## src/rtl/core/dnsp_pkg.sv

```systemverilog
`timescale 1ns / 1ps
// Package with the shared constants and types of the DNS A-record response parser.
package dnsp_pkg;

   localparam int MAX_MESSAGE = 512;
   localparam int POS_W       = $clog2(MAX_MESSAGE + 1);

   localparam logic [15:0] EXPECTED_ID_RESET = 16'h1234;

   localparam int CSR_ADDR_W = 3;
   localparam int CSR_DATA_W = 32;
   localparam logic [0:0] REG_EXPECTED_ID = 1'b0;

   localparam logic [2:0] STATUS_OK        = 3'd0;
   localparam logic [2:0] STATUS_SHORT     = 3'd1;
   localparam logic [2:0] STATUS_ID_ERR    = 3'd2;
   localparam logic [2:0] STATUS_NAME_ERR  = 3'd3;
   localparam logic [2:0] STATUS_SERVER    = 3'd4;

   typedef struct packed {
      logic        record_valid;
      logic [31:0] address;
      logic        done_res;
      logic [2:0]  status;
      logic [7:0]  record_count;
   } rsp_word_type;

endpackage

```

## src/rtl/core/dnsp_req_if.sv

```systemverilog
`timescale 1ns / 1ps
// Interface of the message byte channel.
interface dnsp_req_if;
   logic       valid;
   logic       ready;
   logic [7:0] byte_value;
   logic       last_byte;

   modport source (output valid, output byte_value, output last_byte, input ready);
   modport sink (input valid, input byte_value, input last_byte, output ready);
endinterface

```

## src/rtl/core/dnsp_rsp_if.sv

```systemverilog
`timescale 1ns / 1ps
// Interface of the result channel.
interface dnsp_rsp_if;
   logic        valid;
   logic        ready;
   logic        record_valid;
   logic [31:0] address;
   logic        done_res;
   logic [2:0]  status;
   logic [7:0]  record_count;

   modport source (output valid, output record_valid, output address, output done_res,
                   output status, output record_count, input ready);
   modport sink (input valid, input record_valid, input address, input done_res,
                 input status, input record_count, output ready);
endinterface

```

## src/rtl/core/dnsp_csr.sv

```systemverilog
`timescale 1ns / 1ps
// APB register file holding the expected transaction id.
module dnsp_csr (
   input  logic                             clock,
   input  logic                             reset,
   input  logic                             csr_psel,
   input  logic                             csr_penable,
   input  logic                             csr_pwrite,
   input  logic [dnsp_pkg::CSR_ADDR_W-1:0]  csr_paddr,
   input  logic [dnsp_pkg::CSR_DATA_W-1:0]  csr_pwdata,
   output logic [dnsp_pkg::CSR_DATA_W-1:0]  csr_prdata,
   output logic                             csr_pready,
   output logic [15:0]                      expected_id
);

   logic [15:0] expected_id_ff;
   logic [15:0] expected_id_in;
   logic        sel_id;

   assign csr_pready = 1'b1;
   assign sel_id     = (csr_paddr[2] == dnsp_pkg::REG_EXPECTED_ID);

   always_comb begin
      expected_id_in = expected_id_ff;
      if (csr_psel && csr_penable && csr_pwrite && sel_id) begin
         expected_id_in = csr_pwdata[15:0];
      end
   end

   always_ff @(posedge clock) begin
      if (reset) begin
         expected_id_ff <= dnsp_pkg::EXPECTED_ID_RESET;
      end else begin
         expected_id_ff <= expected_id_in;
      end
   end

   assign csr_prdata  = sel_id ? {{(dnsp_pkg::CSR_DATA_W-16){1'b0}}, expected_id_ff}
                               : '0;
   assign expected_id = expected_id_ff;

endmodule

```

## src/rtl/core/dnsp_parse.sv

```systemverilog
`timescale 1ns / 1ps
// Message parse state and the per-byte next-state and result logic.
module dnsp_parse (
   input  logic                    clock,
   input  logic                    reset,
   input  logic                    take,
   input  logic [7:0]              byte_value,
   input  logic                    last_byte,
   input  logic [15:0]             expected_id,
   output logic                    res_valid,
   output dnsp_pkg::rsp_word_type  res_word
);

   localparam logic [3:0] PH_HEADER = 4'd0;
   localparam logic [3:0] PH_QNAME  = 4'd1;
   localparam logic [3:0] PH_QLABEL = 4'd2;
   localparam logic [3:0] PH_QTAIL  = 4'd3;
   localparam logic [3:0] PH_ANAME  = 4'd4;
   localparam logic [3:0] PH_ALABEL = 4'd5;
   localparam logic [3:0] PH_APTR   = 4'd6;
   localparam logic [3:0] PH_AFIXED = 4'd7;
   localparam logic [3:0] PH_ADATA  = 4'd8;
   localparam logic [3:0] PH_IDLE   = 4'd9;

   localparam logic [15:0] FIXED_LEN  = 16'd10;
   localparam logic [15:0] QTAIL_LEN  = 16'd4;
   localparam logic [15:0] QPTR_LEN   = 16'd5;
   localparam logic [7:0]  PTR_MASK   = 8'hC0;
   localparam logic [3:0]  RCODE_NAME = 4'd3;
   localparam int          HEADER_LEN = 12;

   logic [dnsp_pkg::POS_W-1:0] pos_ff, pos_in;
   logic [3:0]  phase_ff, phase_in;
   logic [15:0] id_ff, id_in;
   logic [3:0]  code_ff, code_in;
   logic [15:0] total_ff, total_in;
   logic [15:0] seen_ff, seen_in;
   logic [15:0] skip_ff, skip_in;
   logic [15:0] rtype_ff, rtype_in;
   logic [15:0] dlen_ff, dlen_in;
   logic [31:0] addr_ff, addr_in;
   logic [7:0]  found_ff, found_in;
   logic [15:0] seen_inc;
   logic [15:0] skip_dec;
   logic        is_ptr;
   logic        rec;
   logic        hit;
   logic [2:0]  status;

   assign seen_inc = seen_ff + 16'd1;
   assign skip_dec = skip_ff - 16'd1;
   assign is_ptr   = ((byte_value & PTR_MASK) == PTR_MASK);
   assign hit      = (rtype_ff == 16'd1) && (dlen_ff == 16'd4);

   always_comb begin
      pos_in   = pos_ff;
      phase_in = phase_ff;
      id_in    = id_ff;
      code_in  = code_ff;
      total_in = total_ff;
      seen_in  = seen_ff;
      skip_in  = skip_ff;
      rtype_in = rtype_ff;
      dlen_in  = dlen_ff;
      addr_in  = addr_ff;
      found_in = found_ff;
      rec      = 1'b0;
      if (pos_ff < dnsp_pkg::POS_W'(dnsp_pkg::MAX_MESSAGE)) begin
         pos_in = pos_ff + dnsp_pkg::POS_W'(1);
         case (phase_ff)
            PH_HEADER: begin
               case (pos_ff)
                  dnsp_pkg::POS_W'(0): id_in    = {byte_value, 8'h00};
                  dnsp_pkg::POS_W'(1): id_in    = id_ff | {8'h00, byte_value};
                  dnsp_pkg::POS_W'(3): code_in  = byte_value[3:0];
                  dnsp_pkg::POS_W'(6): total_in = {byte_value, 8'h00};
                  dnsp_pkg::POS_W'(7): total_in = total_ff | {8'h00, byte_value};
                  default: ;
               endcase
               if (pos_ff == dnsp_pkg::POS_W'(HEADER_LEN - 1)) begin
                  phase_in = (id_ff == expected_id && code_ff == 4'd0) ? PH_QNAME : PH_IDLE;
               end
            end
            PH_QNAME: begin
               if (byte_value == 8'd0) begin
                  skip_in  = QTAIL_LEN;
                  phase_in = PH_QTAIL;
               end else if (is_ptr) begin
                  skip_in  = QPTR_LEN;
                  phase_in = PH_QTAIL;
               end else begin
                  skip_in  = {8'h00, byte_value};
                  phase_in = PH_QLABEL;
               end
            end
            PH_QLABEL: begin
               skip_in = skip_dec;
               if (skip_dec == 16'd0) begin
                  phase_in = PH_QNAME;
               end
            end
            PH_QTAIL: begin
               skip_in = skip_dec;
               if (skip_dec == 16'd0) begin
                  phase_in = (seen_ff < total_ff) ? PH_ANAME : PH_IDLE;
               end
            end
            PH_ANAME: begin
               if (byte_value == 8'd0) begin
                  skip_in  = FIXED_LEN;
                  phase_in = PH_AFIXED;
               end else if (is_ptr) begin
                  skip_in  = 16'd1;
                  phase_in = PH_APTR;
               end else begin
                  skip_in  = {8'h00, byte_value};
                  phase_in = PH_ALABEL;
               end
            end
            PH_ALABEL: begin
               skip_in = skip_dec;
               if (skip_dec == 16'd0) begin
                  phase_in = PH_ANAME;
               end
            end
            PH_APTR: begin
               skip_in  = FIXED_LEN;
               phase_in = PH_AFIXED;
            end
            PH_AFIXED: begin
               // The remaining count tells which of the ten fixed bytes this is.
               if (skip_ff == FIXED_LEN) begin
                  rtype_in = {byte_value, 8'h00};
               end else if (skip_ff == FIXED_LEN - 16'd1) begin
                  rtype_in = rtype_ff | {8'h00, byte_value};
               end else if (skip_ff == 16'd2) begin
                  dlen_in = {byte_value, 8'h00};
               end else if (skip_ff == 16'd1) begin
                  dlen_in = dlen_ff | {8'h00, byte_value};
               end
               skip_in = skip_dec;
               if (skip_dec == 16'd0) begin
                  addr_in = 32'd0;
                  if (dlen_in == 16'd0) begin
                     seen_in  = seen_inc;
                     phase_in = (seen_inc < total_ff) ? PH_ANAME : PH_IDLE;
                  end else begin
                     skip_in  = dlen_in;
                     phase_in = PH_ADATA;
                  end
               end
            end
            PH_ADATA: begin
               addr_in = {addr_ff[23:0], byte_value};
               skip_in = skip_dec;
               if (skip_dec == 16'd0) begin
                  if (hit && found_ff != 8'hFF) begin
                     found_in = found_ff + 8'd1;
                  end
                  seen_in  = seen_inc;
                  phase_in = (seen_inc < total_ff) ? PH_ANAME : PH_IDLE;
                  rec      = hit;
               end
            end
            default: ;
         endcase
      end
   end

   always_comb begin
      if (pos_in < dnsp_pkg::POS_W'(HEADER_LEN)) begin
         status = dnsp_pkg::STATUS_SHORT;
      end else if (id_in != expected_id) begin
         status = dnsp_pkg::STATUS_ID_ERR;
      end else if (code_in == RCODE_NAME) begin
         status = dnsp_pkg::STATUS_NAME_ERR;
      end else if (code_in != 4'd0) begin
         status = dnsp_pkg::STATUS_SERVER;
      end else begin
         status = dnsp_pkg::STATUS_OK;
      end
   end

   assign res_valid             = rec || last_byte;
   assign res_word.record_valid = rec;
   assign res_word.address      = rec ? addr_in : 32'd0;
   assign res_word.done_res     = last_byte;
   assign res_word.status       = last_byte ? status : dnsp_pkg::STATUS_OK;
   assign res_word.record_count = last_byte ? found_in : 8'd0;

   always_ff @(posedge clock) begin
      if (reset || (take && last_byte)) begin
         pos_ff   <= '0;
         phase_ff <= PH_HEADER;
         id_ff    <= '0;
         code_ff  <= '0;
         total_ff <= '0;
         seen_ff  <= '0;
         skip_ff  <= '0;
         rtype_ff <= '0;
         dlen_ff  <= '0;
         addr_ff  <= '0;
         found_ff <= '0;
      end else if (take) begin
         pos_ff   <= pos_in;
         phase_ff <= phase_in;
         id_ff    <= id_in;
         code_ff  <= code_in;
         total_ff <= total_in;
         seen_ff  <= seen_in;
         skip_ff  <= skip_in;
         rtype_ff <= rtype_in;
         dlen_ff  <= dlen_in;
         addr_ff  <= addr_in;
         found_ff <= found_in;
      end
   end

endmodule

```

## src/rtl/core/dns_a_record_response_parser_core.sv

```systemverilog
`timescale 1ns / 1ps
// Top level of the DNS A-record response parser with its output register.
// The parser takes one message byte per word on the request channel and can accept a word
// in every clock cycle. Each byte is parsed in the cycle it is accepted, and a result word
// appears on the response channel in the next cycle from an output register: one word for each
// completed A-record address, one for the byte marked last (status and record count), or a
// single word carrying both. Bytes that produce no result produce no response word. The
// request side stalls only while a result waits in the output register and the response side
// is not ready. The user must write the expected transaction id over APB at address 0 only
// while no message is in flight; the block itself does not enforce this.
module dns_a_record_response_parser_core (
   input  logic                             clock,
   input  logic                             reset,
   dnsp_req_if.sink                         req_chan,
   dnsp_rsp_if.source                       rsp_chan,
   input  logic                             csr_psel,
   input  logic                             csr_penable,
   input  logic                             csr_pwrite,
   input  logic [dnsp_pkg::CSR_ADDR_W-1:0]  csr_paddr,
   input  logic [dnsp_pkg::CSR_DATA_W-1:0]  csr_pwdata,
   output logic [dnsp_pkg::CSR_DATA_W-1:0]  csr_prdata,
   output logic                             csr_pready
);

   logic                   take;
   logic [15:0]            expected_id;
   logic                   res_valid;
   dnsp_pkg::rsp_word_type res_word;
   logic                   out_valid_ff, out_valid_in;
   dnsp_pkg::rsp_word_type out_word_ff;

   dnsp_csr u_csr (
      .clock       (clock),
      .reset       (reset),
      .csr_psel    (csr_psel),
      .csr_penable (csr_penable),
      .csr_pwrite  (csr_pwrite),
      .csr_paddr   (csr_paddr),
      .csr_pwdata  (csr_pwdata),
      .csr_prdata  (csr_prdata),
      .csr_pready  (csr_pready),
      .expected_id (expected_id)
   );

   assign req_chan.ready = !out_valid_ff || rsp_chan.ready;
   assign take           = req_chan.valid && req_chan.ready;

   dnsp_parse u_parse (
      .clock       (clock),
      .reset       (reset),
      .take        (take),
      .byte_value  (req_chan.byte_value),
      .last_byte   (req_chan.last_byte),
      .expected_id (expected_id),
      .res_valid   (res_valid),
      .res_word    (res_word)
   );

   always_comb begin
      out_valid_in = out_valid_ff;
      if (req_chan.ready) begin
         out_valid_in = take && res_valid;
      end
   end

   always_ff @(posedge clock) begin
      if (reset) begin
         out_valid_ff <= 1'b0;
      end else begin
         out_valid_ff <= out_valid_in;
      end
   end

   always_ff @(posedge clock) begin
      if (take && res_valid) begin
         out_word_ff <= res_word;
      end
   end

   assign rsp_chan.valid        = out_valid_ff;
   assign rsp_chan.record_valid = out_word_ff.record_valid;
   assign rsp_chan.address      = out_word_ff.address;
   assign rsp_chan.done_res     = out_word_ff.done_res;
   assign rsp_chan.status       = out_word_ff.status;
   assign rsp_chan.record_count = out_word_ff.record_count;

   // A waiting result that is not taken must hold off the next byte.
   assert property (@(posedge clock) disable iff (reset)
      (rsp_chan.valid && !rsp_chan.ready) |-> !req_chan.ready)
      else $error("request accepted while a result is stalled");

   // Every result word carries an address, a message end, or both.
   assert property (@(posedge clock) disable iff (reset)
      rsp_chan.valid |-> (rsp_chan.record_valid || rsp_chan.done_res))
      else $error("empty result word");

   // Status and count are reported only with the message end.
   assert property (@(posedge clock) disable iff (reset)
      (rsp_chan.valid && !rsp_chan.done_res) |->
         (rsp_chan.status == dnsp_pkg::STATUS_OK && rsp_chan.record_count == 8'd0))
      else $error("status reported without message end");

   // An address is reported only with an A record.
   assert property (@(posedge clock) disable iff (reset)
      (rsp_chan.valid && !rsp_chan.record_valid) |-> (rsp_chan.address == 32'd0))
      else $error("address reported without a record");

endmodule

```

## src/flat_wrapper.sv

```systemverilog
// flat-port wrapper written by rule: the top's interface ports become plain ports
module dns_a_record_response_parser_core_flat 
  (clock, reset, csr_psel, csr_penable, csr_pwrite, csr_paddr, csr_pwdata, csr_prdata, csr_pready, req_chan_valid, req_chan_byte_value, req_chan_last_byte, req_chan_ready, rsp_chan_valid, rsp_chan_record_valid, rsp_chan_address, rsp_chan_done_res, rsp_chan_status, rsp_chan_record_count, rsp_chan_ready);
  dnsp_req_if req_chan_i ();
  dnsp_rsp_if rsp_chan_i ();
  input  logic clock;
  input  logic reset;
  input  logic csr_psel;
  input  logic csr_penable;
  input  logic csr_pwrite;
  input  logic [dnsp_pkg::CSR_ADDR_W-1:0] csr_paddr;
  input  logic [dnsp_pkg::CSR_DATA_W-1:0] csr_pwdata;
  output logic [dnsp_pkg::CSR_DATA_W-1:0] csr_prdata;
  output logic csr_pready;
  input wire logic [$bits(req_chan_i.valid)-1:0] req_chan_valid;
  input wire logic [$bits(req_chan_i.byte_value)-1:0] req_chan_byte_value;
  input wire logic [$bits(req_chan_i.last_byte)-1:0] req_chan_last_byte;
  output wire logic [$bits(req_chan_i.ready)-1:0] req_chan_ready;
  output wire logic [$bits(rsp_chan_i.valid)-1:0] rsp_chan_valid;
  output wire logic [$bits(rsp_chan_i.record_valid)-1:0] rsp_chan_record_valid;
  output wire logic [$bits(rsp_chan_i.address)-1:0] rsp_chan_address;
  output wire logic [$bits(rsp_chan_i.done_res)-1:0] rsp_chan_done_res;
  output wire logic [$bits(rsp_chan_i.status)-1:0] rsp_chan_status;
  output wire logic [$bits(rsp_chan_i.record_count)-1:0] rsp_chan_record_count;
  input wire logic [$bits(rsp_chan_i.ready)-1:0] rsp_chan_ready;
  assign req_chan_i.valid = req_chan_valid;
  assign req_chan_i.byte_value = req_chan_byte_value;
  assign req_chan_i.last_byte = req_chan_last_byte;
  assign req_chan_ready = req_chan_i.ready;
  assign rsp_chan_valid = rsp_chan_i.valid;
  assign rsp_chan_record_valid = rsp_chan_i.record_valid;
  assign rsp_chan_address = rsp_chan_i.address;
  assign rsp_chan_done_res = rsp_chan_i.done_res;
  assign rsp_chan_status = rsp_chan_i.status;
  assign rsp_chan_record_count = rsp_chan_i.record_count;
  assign rsp_chan_i.ready = rsp_chan_ready;
  dns_a_record_response_parser_core u_core (.clock(clock), .reset(reset), .req_chan(req_chan_i), .rsp_chan(rsp_chan_i), .csr_psel(csr_psel), .csr_penable(csr_penable), .csr_pwrite(csr_pwrite), .csr_paddr(csr_paddr), .csr_pwdata(csr_pwdata), .csr_prdata(csr_prdata), .csr_pready(csr_pready));
endmodule
```

## config.mk

```make
export PLATFORM = sky130hd
export DESIGN_NAME = dns_a_record_response_parser_core_flat
export DESIGN_NICKNAME = d
export VERILOG_FILES = /design/src/rtl/core/dnsp_pkg.sv /design/src/rtl/core/dnsp_req_if.sv /design/src/rtl/core/dnsp_rsp_if.sv /design/src/rtl/core/dnsp_csr.sv /design/src/rtl/core/dnsp_parse.sv /design/src/rtl/core/dns_a_record_response_parser_core.sv /design/src/flat_wrapper.sv
export SDC_FILE = /design/constraint.sdc
export NUM_CORES = 1
export LEC_CHECK = 0
export BUFFER_PORTS_ARGS = -buffer_cell sky130_fd_sc_hd__buf_2
export CAP_MARGIN = 15
export CORE_MARGIN = 2
export CORE_UTILIZATION = 60
export DETAILED_ROUTE_END_ITERATION = 7
export PLACE_DENSITY = 0.91
export SKIP_LAST_GASP = 1
export SYNTH_ARGS = -nofsm -noshare
export SYNTH_HDL_FRONTEND = slang
export SYNTH_SLANG_ARGS = --single-unit
```

## constraint.sdc

```tcl
create_clock -name clock -period 12.05 [get_ports clock]
set_clock_uncertainty 0.2 [all_clocks]
set_input_delay 0.6025 -clock clock [delete_from_list [all_inputs] [get_ports clock]]
set_output_delay 0.6025 -clock clock [all_outputs]
set_load 0.05 [all_outputs]
```

After elaboration in Yosys (flattened, before gate mapping):

Index checks and enable logic that the tools add are counted.

* word-level logic and storage cells: 156
* register bits after elaboration: 216

* mux-type cells: 57
* eq/ne operators: 31
* reductions and logical operators: 34
* add/subtract/negate cells: 4
* bitwise logic cells: 6
* order comparisons: 4

Operator list (count)
* $mux 16: 16
* $pmux 16 s2: 3
* $pmux 16 s5: 1
* $mux 32: 2
* $mux 8: 8
* $or 16x8->16: 4
* $pmux 32 s2: 1
* $mux 4: 13
* $pmux 4 s9: 1
* $eq 16x1->1 const B: 2
* $eq 16x4->1 const B: 2
* $logic_not 16->1: 2
* $lt 16x16->1: 2
* $eq 10x3->1 const B: 2
* $add 16x1->16 const B: 1
* $eq 16x16->1: 1
* $eq 16x2->1 const B: 1
* $eq 16x3->1 const B: 1
* $eq 4x3->1 const B: 4
* $ne 16x16->1: 1
* $sub 16x1->16 const B: 1
* $ne 2x2->1 const B: 7
* $eq 4x2->1 const B: 3
* $add 10x1->10 const B: 1
* 31 further kinds: 56

Depth between registers and ports, before layout:

Gate-level depths: netlist of the first run.

* depth after elaboration: 11
* depth in mapped cells: 15
* mapped depth without buffers: 15

Modules after synthesis:

From an unflattened synthesis of the first run, not the netlist that was laid out.

* cells, all modules: 1414
* area, all modules: 12096.6 um^2

By module, submodules not included
* dnsp_parse: cells an instance 1257, instances 1, area an instance 9715.6 um^2
* dns_a_record_response_parser_core: cells an instance 51, instances 1, area an instance 1418.9 um^2
* dnsp_csr: cells an instance 106, instances 1, area an instance 962.2 um^2

Worst setup path before layout of the first run:

OpenSTA, ideal clock, no wires.

* path type: register to register
* start: register u_core.u_parse.skip_ff[0]
* end: register u_core.out_word_ff, in the netlist u_core.rsp_chan.address[0], enable pin
* cell stages (with the launch flop): 8
* setup slack: 7.095 ns
* arrival: 4.293 ns
* path through: dfxtp_1 or4_4 buf_6 or4_4 a21oi_4 o21a_1 nand3_1 a21oi_1

* longest elaborated chain between the ends: 7

Ends and longest elaborated chain
* start: declaration: line dnsp_parse.sv:38 `logic [15:0] skip_ff, skip_in;`
* start signal: assignment: line dnsp_parse.sv:211 `skip_ff <= skip_in;`
* $sub 16x1->16: line dnsp_parse.sv:51 `assign skip_dec = skip_ff - 16'd1;`
* $logic_not 16->1: line dnsp_parse.sv:156 `if (skip_dec == 16'd0) begin`
* $mux 1: line dnsp_parse.sv:156
* $mux 1: line dnsp_parse.sv:70 `case (phase_ff)`
* $mux 1: line dnsp_parse.sv:68 `if (pos_ff < dnsp_pkg::POS_W'(dnsp_pkg::MAX_MESSAGE)) begin`
* $logic_or 1x1->1: line dnsp_parse.sv:184 `assign res_valid = rec || last_byte;`
* $logic_and 1x1->1: line dns_a_record_response_parser_core.sv:75 `if (take && res_valid) begin`
* end signal: assignment: line dns_a_record_response_parser_core.sv:76 `out_word_ff <= res_word;`
* end: declaration: line dns_a_record_response_parser_core.sv:30 `dnsp_pkg::rsp_word_type out_word_ff;`

No other way between the ends.
A chain may end at the register's enable or synchronous reset.

Worst setup path in the final report of the first run:

* start: register u_core.u_parse.seen_ff[0]
* end: register u_core.u_parse.phase_ff[3]

* longest elaborated chain between the ends: 6
* elaborated cells on any way between the ends: 10

Ends and longest elaborated chain
* start: declaration: line dnsp_parse.sv:37 `logic [15:0] seen_ff, seen_in;`
* start signal: assignment: line dnsp_parse.sv:210 `seen_ff <= seen_in;`
* $add 16x1->16 *: line dnsp_parse.sv:50 `assign seen_inc = seen_ff + 16'd1;`
* named net u_core.u_parse.seen_inc[14]: line dnsp_parse.sv:43 `logic [15:0] seen_inc;`
* $lt 16x16->1 *: line dnsp_parse.sv:146, dnsp_parse.sv:161
* $mux 4 *: line dnsp_parse.sv:146, dnsp_parse.sv:161
* $mux 4: line dnsp_parse.sv:144 `if (dlen_in == 16'd0) begin`
* $mux 4: line dnsp_parse.sv:142 `if (skip_dec == 16'd0) begin`
* $pmux 4 s9 *: line dnsp_parse.sv:70
* end signal: assignment: line dnsp_parse.sv:206 `phase_ff <= phase_in;`
* end: declaration: line dnsp_parse.sv:33 `logic [3:0] phase_ff, phase_in;`

Mark *: on every way through the listed nets, which the timed path passes. The rest lies on a longest branch. The select of a mux whose other input is x is not followed.

==> qor.tcl, run 1 <==
set qor(setup_slack_ns) 7.62
set qor(headroom_to_the_max_slew_limit_pct) 30.2
set qor(gr-total-overflow) 0
set qor(grt_first_pass_wirelength_um) 49900
set qor(grt_setup_unrepaired) {no}
set qor(p_leak_nw) 5.10
set qor(fp.dieArea_mm2) 0.0206
set qor(worst_case_reg_to_reg_path_depth) 15
set qor(syn-instance-count) 1418
set qor(r2r_end) {u_core.u_parse.phase_ff[3]}
set qor(worst_setup_hold_path_clk_slew_ns) 0.06
set qor(cts_buf_count) 22
set qor(critical_path.cell_chain) {ha_1, nand3_1, nor3_1, and3_1, and3_1, and3_1, xor2_1, ha_1, nand4_1, or4_1, a21o_1, nand3_1, nor2_1, a2bb2oi_1, a311oi_1}
set qor(largest_register_ff_count) 32
set qor(register_area_share_after_synthesis_pct) 39.4
set qor(drv_slew) 0
set qor(grt_use_total_pct) 29.8
set qor(syn_area_mm2) 0.0117
set qor(finish.net_count) 1538
set qor(placement.setup.worst_slack_ns) 7.66
set qor(num-fill-cells) 1537
set qor(synth.area.top_cells) {sky130_fd_sc_hd__dfxtp_1 28%, sky130_fd_sc_hd__edfxtp_1 12%, sky130_fd_sc_hd__a21oi_1 5.5%}
set qor(grt_antenna_before_repair) 0
set qor(post-cts-setup-buffers) 0
set qor(gp_congestion) 1.03
set qor(reg2reg_setup_slack_ns) 7.62
set qor(critical_path.reg2reg.startpoint) {u_core.u_parse.seen_ff[0]}
set qor(number_of_routed_nets_with_antenna_violations) 0
set qor(route.met3.wl_um) 3030
set qor(fmax_mhz) 226
set qor(crit_type) {register to register}
set qor(top_level_ports) 131
set qor(synth_edf_count) 45
set qor(setup_violations) 0
set qor(status) {complete, no violations}
set qor(place_hpwl_um) 20500
set qor(area_of_the_multi_input_gates_mm2) 0.00652
set qor(synth.avg_cell_area_um2) 8.25
set qor(cts.repair.resized) 0
set qor(holdCritPathClass) {input port to register}
set qor(drcViolationCount) 0
set qor(drt_first_pass_iters) 8
set qor(h-tree-depth) 1
set qor(num_antenna_cells) 0
set qor(cts.hold.buffers_added) 0
set qor(num_rows) 51
set qor(synth.yosys.warnings) 0
set qor(grt_max_degree) 74
set qor(cap_violations) 0
set qor(synth-seq-cells) 208
set qor(clock_tree_from_tritoncts) {yes}
set qor(postLayoutCellArea_mm2) 0.0129
set qor(topRoutingLayerUsed) {met4}
set qor(timing.hold.worst_path_depth) 3
set qor(slowest_stage_cell_cp) {sky130_fd_sc_hd__or4_1}
set qor(worst_slew_pin_slew_ns) 1.05
set qor(period_utilization_post_route_pct) 36.7
set qor(cts_buffer_depth) 3
set qor(power.density_cell_area_mw_per_mm2) 122
set qor(detail_route.wirelength.met1_um) 12400
set qor(fp.dieW_um) 144
set qor(placed_cell_area_mm2) 0.0122
set qor(final.hold.worst_slack_ns) 0.108
set qor(drive_above_1_share_pct) 11.2
set qor(cp_max_fo) 7
set qor(starting_utilization_of_the_core_area_pct) 60.7
set qor(clock-sinks) 208
set qor(routed-via-count) 11038
set qor(timing.critical_path.to_type) {register}
set qor(critical-path-top-cell-by-count) {sky130_fd_sc_hd__and3_1}
set qor(cp-start-kind) {register}
set qor(yosysTopAreaCell) {sky130_fd_sc_hd__dfxtp_1}
set qor(core_area_mm2) 0.0193
set qor(area.sequential_mm2) 0.00461
set qor(wl_met2_um) 14600
set qor(clk_latency_ns) 0.51
set qor(critPathMaxStageDelay_ns) 0.53
set qor(wl_um) 31000
set qor(flow.area_growth_from_synthesis_pct) 10.5
set qor(die_height_um) 144
set qor(critical_path_required_ns) 12.26
set qor(hold_start) {csr_pwdata[12]}
set qor(finalSetupTns_ns) 0
set qor(portBuffers) 95
set qor(dominantRegCellSynth) {sky130_fd_sc_hd__dfxtp_1}
set qor(post_synth_top_area_share_pct) 27.9
set qor(timing.hold.worst_endpoint) {u_core.u_csr.expected_id[12]}
set qor(number_of_global_route_vias_before_repair) 10013
set qor(cp.arrival_ns) 4.64
set qor(peakVddDrop_mv) 0.0958
set qor(postSynth.asyncResetShare_pct) 0
set qor(clock_tree.root_cell) {sky130_fd_sc_hd__clkbuf_16}
set qor(wire_per_inst_um) 18.0
set qor(drt_iter0_drc) 1172
set qor(yosys.cell_types.count) 78
set qor(post_layout_minimum_cycle_time_ns) 4.43
set qor(number_of_vias_per_cell_after_detailed_routing) 6.39
set qor(report.final.hold_viol_count) 0
-- cell type report --
cell class | instances | area share, %
Clock inverter | 13 | 1.20
Tap cell | 265 | 2.57
Timing Repair Buffer | 109 | 4.49
Sequential cell | 208 | 35.7
Inverter | 32 | 0.929
Multi-Input combinational cell | 1074 | 50.4
Clock buffer | 27 | 4.68
-- power by group --
part / leakage, nW / internal [mW] / switching [mW] / total, mW
Sequential: 1.74 / 0.720 / 0.00678 / 0.727
Clock: 0.370 / 0.423 / 0.285 / 0.708
Combinational: 2.99 / 0.0325 / 0.107 / 0.139
-- synthesized netlist by cell type (all sizes together), types with 21 or more instances --
cell,n
ha,40
nor3,30
or4,21
xnor2,41
clkbuf,93
nor4,29
o21ai,56
nand3,58
a21oi,130
edfxtp,45
nand2,152
dfxtp,163
nand4,28
inv,31
and2,43
mux2i,29
buf,26
nor2,146
-- worst max-delay path by stage --
stage	to	depth (start not counted)	slack, ns	startpoint
after CTS	u_core.u_parse.phase_ff[2]	15	7.64	u_core.u_parse.seen_ff[0]
after global routing	u_core.u_parse.phase_ff[2]	15	7.21	u_core.u_parse.seen_ff[0]
after detailed placement	u_core.u_parse.phase_ff[2]	15	7.66	u_core.u_parse.seen_ff[0]
after floorplan	u_core.rsp_chan.address[0]	7	7.09	u_core.u_parse.skip_ff[0]
after global placement	u_core.u_parse.phase_ff[2]	15	7.80	u_core.u_parse.seen_ff[0]
final	u_core.u_parse.phase_ff[3]	15	7.62	u_core.u_parse.seen_ff[0]
-- through the flow --
stage               util [%]  instances  power, mW
global placement        63.1       1688      0.873
detailed placement      63.1       1688      0.876
finish                  67.1       1728       1.57
floorplan                  -       1433      0.846
global route            67.1       1728       1.62
CTS                     67.1       1728       1.57
-- layer usage --
metal | GRT usage (%) | up-vias
li1 | - | 5157
met1 | 38.8 | 5137
met2 | 49.1 | 632
met3 | 4.77 | 112
met4 | 12.5 | 0
met5 | 0 | -
-- critical path, delay by kind of cell (launching register included) --
family / cells / cell delay [ns]
AND/OR/NAND/NOR: 9 / 2.41
AO/OA/AOI/OAI: 3 / 0.61
adder cells (fa/ha/maj): 2 / 0.58
flip-flops: 1 / 0.44
XOR/XNOR: 1 / 0.10
-- cells in the final DEF, fill, tap and decap left out, types with 5 or more instances in the layout --
master                      netlist  final
sky130_fd_sc_hd__a211oi_1         8      8
sky130_fd_sc_hd__a21o_1          10      9
sky130_fd_sc_hd__a21oi_1        129    127
sky130_fd_sc_hd__a22oi_1         20     20
sky130_fd_sc_hd__a31oi_1         19     19
sky130_fd_sc_hd__a41o_1          10     10
sky130_fd_sc_hd__a41oi_1          7      7
sky130_fd_sc_hd__and2_1          42     42
sky130_fd_sc_hd__and3_1          11     11
sky130_fd_sc_hd__and4_1           8      8
sky130_fd_sc_hd__buf_2            1     95
sky130_fd_sc_hd__buf_4           17     14
sky130_fd_sc_hd__clkbuf_16        0     23
sky130_fd_sc_hd__conb_1           2     17
sky130_fd_sc_hd__dfxtp_1        163    163
sky130_fd_sc_hd__edfxtp_1        45     45
sky130_fd_sc_hd__ha_1            40     40
sky130_fd_sc_hd__inv_1           31     31
sky130_fd_sc_hd__mux2i_1         29     29
sky130_fd_sc_hd__nand2_1        152    152
sky130_fd_sc_hd__nand2b_1        10     10
sky130_fd_sc_hd__nand3_1         58     58
sky130_fd_sc_hd__nand3b_1         6      6
sky130_fd_sc_hd__nand4_1         28     28
sky130_fd_sc_hd__nor2_1         146    146
sky130_fd_sc_hd__nor2b_1         19     19
sky130_fd_sc_hd__nor3_1          29     28
sky130_fd_sc_hd__nor3b_1          6      6
sky130_fd_sc_hd__nor4_1          28     28
sky130_fd_sc_hd__nor4b_1          5      5
sky130_fd_sc_hd__o211ai_1         6      6
sky130_fd_sc_hd__o21ai_0         51     51
sky130_fd_sc_hd__o22ai_1          6      6
sky130_fd_sc_hd__o31ai_1         10     10
sky130_fd_sc_hd__o32ai_1          5      5
sky130_fd_sc_hd__or3_1           10     10
sky130_fd_sc_hd__or4_1           18     18
sky130_fd_sc_hd__xnor2_1         41     41
sky130_fd_sc_hd__xor2_1          19     19
-- cell families after synthesis --
logic type | synth area share, %
AND/OR/NAND/NOR | 25.8
AO/OA/AOI/OAI | 17.8
XOR/XNOR | 4.49
buffers and inverters | 5.59
multiplexers | 2.58
adder cells (fa/ha/maj) | 4.28
other | 0.0642
flip-flops | 39.4
(Power assumes the default switching activity.)
==> inputs of run 2 (changes only) <==
- CORE_UTILIZATION: 60 -> 59
- PLACE_DENSITY: 0.91 -> 0.9
- clock period: 12.05 -> 4.5 ns (I/O delays scaled with it)
==> run 2 against run 1 <==
Against the previous run:
- sequential power increased to 2.7 times the previous value
- critical path type unchanged
- utilization increased by 2.0 points
- routed wire length increased by 4.5%
- combinational power increased to 2.9 times the previous value
- worst setup slack got worse by 7.4 ns
- first-iteration DRC count decreased by 8.9%
- non-clock buffer count increased by 47
==> qor.tcl, run 2 (synthesis gave the netlist of run 1 again) <==
set qor(crit_type) {register to register}
set qor(num_antenna_cells) 0
set qor(headroom_to_the_max_slew_limit_pct) 36.6
set qor(flow.area_growth_from_synthesis_pct) 14.8
set qor(reg2reg_setup_slack_ns) 0.21
set qor(num_rows) 51
set qor(routed-via-count) 11238
set qor(slowest_stage_cell_cp) {sky130_fd_sc_hd__dlygate4sd3_1}
set qor(hold_start) {req_chan_byte_value[6]}
set qor(postLayoutCellArea_mm2) 0.0134
set qor(cts_buffer_depth) 3
set qor(largest_register_ff_count) 32
set qor(period_utilization_post_route_pct) 95.3
set qor(holdCritPathClass) {input port to register}
set qor(beginning_of_the_critical_path) {u_core.u_parse.skip_ff[0]}
set qor(drv_slew) 0
set qor(wl_um) 32400
set qor(peakVddDrop_mv) 0.253
set qor(drcViolationCount) 0
set qor(clk_latency_ns) 0.51
set qor(grt_antenna_before_repair) 0
set qor(post_layout_minimum_cycle_time_ns) 4.29
set qor(fp.dieW_um) 145
set qor(core_area_mm2) 0.0195
set qor(worst_case_reg_to_reg_path_depth) 11
set qor(power.density_cell_area_mw_per_mm2) 320
set qor(layout.cells.most_common) {sky130_fd_sc_hd__dfxtp_1}
set qor(die_height_um) 145
set qor(finish.net_count) 1585
set qor(place_hpwl_um) 21000
set qor(cp_max_fo) 8
set qor(grt_max_degree) 55
set qor(clock_tree_from_tritoncts) {yes}
set qor(timing.hold.worst_path_depth) 3
set qor(h-tree-depth) 1
set qor(cap_violations) 0
set qor(clock_tree.root_cell) {sky130_fd_sc_hd__clkbuf_16}
set qor(grt_first_pass_wirelength_um) 52300
set qor(worst_setup_hold_path_clk_slew_ns) 0.07
set qor(report.final.hold_viol_count) 0
set qor(gr-total-overflow) 0
set qor(cts_buf_count) 22
set qor(worst_slew_pin_slew_ns) 0.951
set qor(setup_violations) 0
set qor(timing.critical_path.to_type) {register}
set qor(number_of_global_route_vias_before_repair) 10542
set qor(portBuffers) 95
set qor(placed_cell_area_mm2) 0.0122
set qor(wire_per_inst_um) 18.3
set qor(critical_path.cell_chain) {inv_1, ha_1, or3b_2, nor3_1, xnor2_1, nand4_1, nor4_4, o21ai_0, dlygate4sd3_1, a21oi_1, dlygate4sd3_1}
set qor(area_of_the_multi_input_gates_mm2) 0.00655
set qor(finalSetupTns_ns) 0
set qor(top_level_ports) 131
set qor(grt_setup_unrepaired) {no}
set qor(number_of_routed_nets_with_antenna_violations) 0
set qor(fp.dieArea_mm2) 0.0210
set qor(critical_path_required_ns) 4.74
set qor(starting_utilization_of_the_core_area_pct) 60.1
set qor(critical_path.reg2reg.startpoint) {u_core.u_parse.skip_ff[0]}
set qor(grt_use_total_pct) 30.8
set qor(drt_iter0_drc) 1068
set qor(p_leak_nw) 5.33
set qor(drt_first_pass_iters) 6
set qor(critical-path-top-cell-by-count) {sky130_fd_sc_hd__dlygate4sd3_1}
set qor(drive_above_1_share_pct) 11.5
set qor(num-fill-cells) 1470
set qor(fmax_mhz) 233
set qor(number_of_vias_per_cell_after_detailed_routing) 6.33
set qor(cp-start-kind) {register}
set qor(mostFrequentLayoutCells) {163 x sky130_fd_sc_hd__dfxtp_1, 152 x sky130_fd_sc_hd__nand2_1, 146 x sky130_fd_sc_hd__nor2_1, 127 x sky130_fd_sc_hd__a21oi_1, 95 x sky130_fd_sc_hd__buf_2}
set qor(area.sequential_mm2) 0.00461
set qor(cp.arrival_ns) 4.53
set qor(gp_congestion) 1.03
set qor(clock-sinks) 208
set qor(critPathMaxStageDelay_ns) 0.58
set qor(status) {complete, no violations}
[run 2: changes by cell type in the layout (fill, tap and decap cells not counted), sizes merged]
cell | previous run | this run
buf | 109 | 117
dlygate4sd3 | 0 | 39
bufinv | 3 | 4
clkbuf | 27 | 28
clkinvlp | 2 | 5
clkinv | 9 | 4
[run 2: power breakdown]
part           internal (mW)  switching (mW)  total, mW
clock network           1.18           0.758       1.94
logic                  0.108           0.296      0.404
registers               1.93          0.0192       1.95
[run 2: final timing paths]
check,end
worst max register to register,u_core.rsp_chan.valid
worst min-delay path,u_core.u_parse.addr_ff[6]
worst min register to register,u_core.u_parse.addr_ff[11]
worst max-delay path,u_core.rsp_chan.valid
[run 2: cell type report]
class	instances	share of cell area, %
Clock buffer	28	4.50
Clock inverter	12	1.30
Inverter	32	0.894
Multi-Input combinational cell	1074	48.7
Sequential cell	208	34.3
Tap cell	265	2.47
Timing Repair Buffer	156	7.77
[run 2: metrics by stage]
step | power (mW) | utilization, % | hold WS [ns] | instances | setup WS (ns)
after floorplan | 2.27 | - | 0.124 | 1433 | 0.536
after global placement | 2.34 | 62.9 | 0.229 | 1696 | 0.458
after detailed placement | 2.35 | 62.9 | 0.236 | 1696 | 0.286
after CTS | 4.28 | 68.9 | 0.0147 | 1775 | 0.203
after global routing | 4.40 | 69.0 | 0.0535 | 1775 | 0.0118
final | 4.29 | 69.0 | 0.0494 | 1775 | 0.210
[run 2: metal layers]
layer	vias up	share of wire [%]	track usage [%]
met5	-	0	0
li1	5240	-	-
met1	5215	39	37.5
met2	624	47	52.2
met3	159	9.6	6.75
met4	0	4.7	13.6
[run 2: what timing repair did]
action	in CTS	in global routing
setup endpoints to repair	0	3
endpoints found under the hold margin	22	0
gates resized for setup	0	5
hold buffers	39	0
setup buffers	0	0
[run 2: critical path: cells and delay by family (launching register included)]
kind	cells	cell delay [ns]
buffers and inverters	3	1.29
flip-flops	1	0.39
adder cells (fa/ha/maj)	1	0.24
AO/OA/AOI/OAI	2	0.31
AND/OR/NAND/NOR	4	1.51
XOR/XNOR	1	0.29
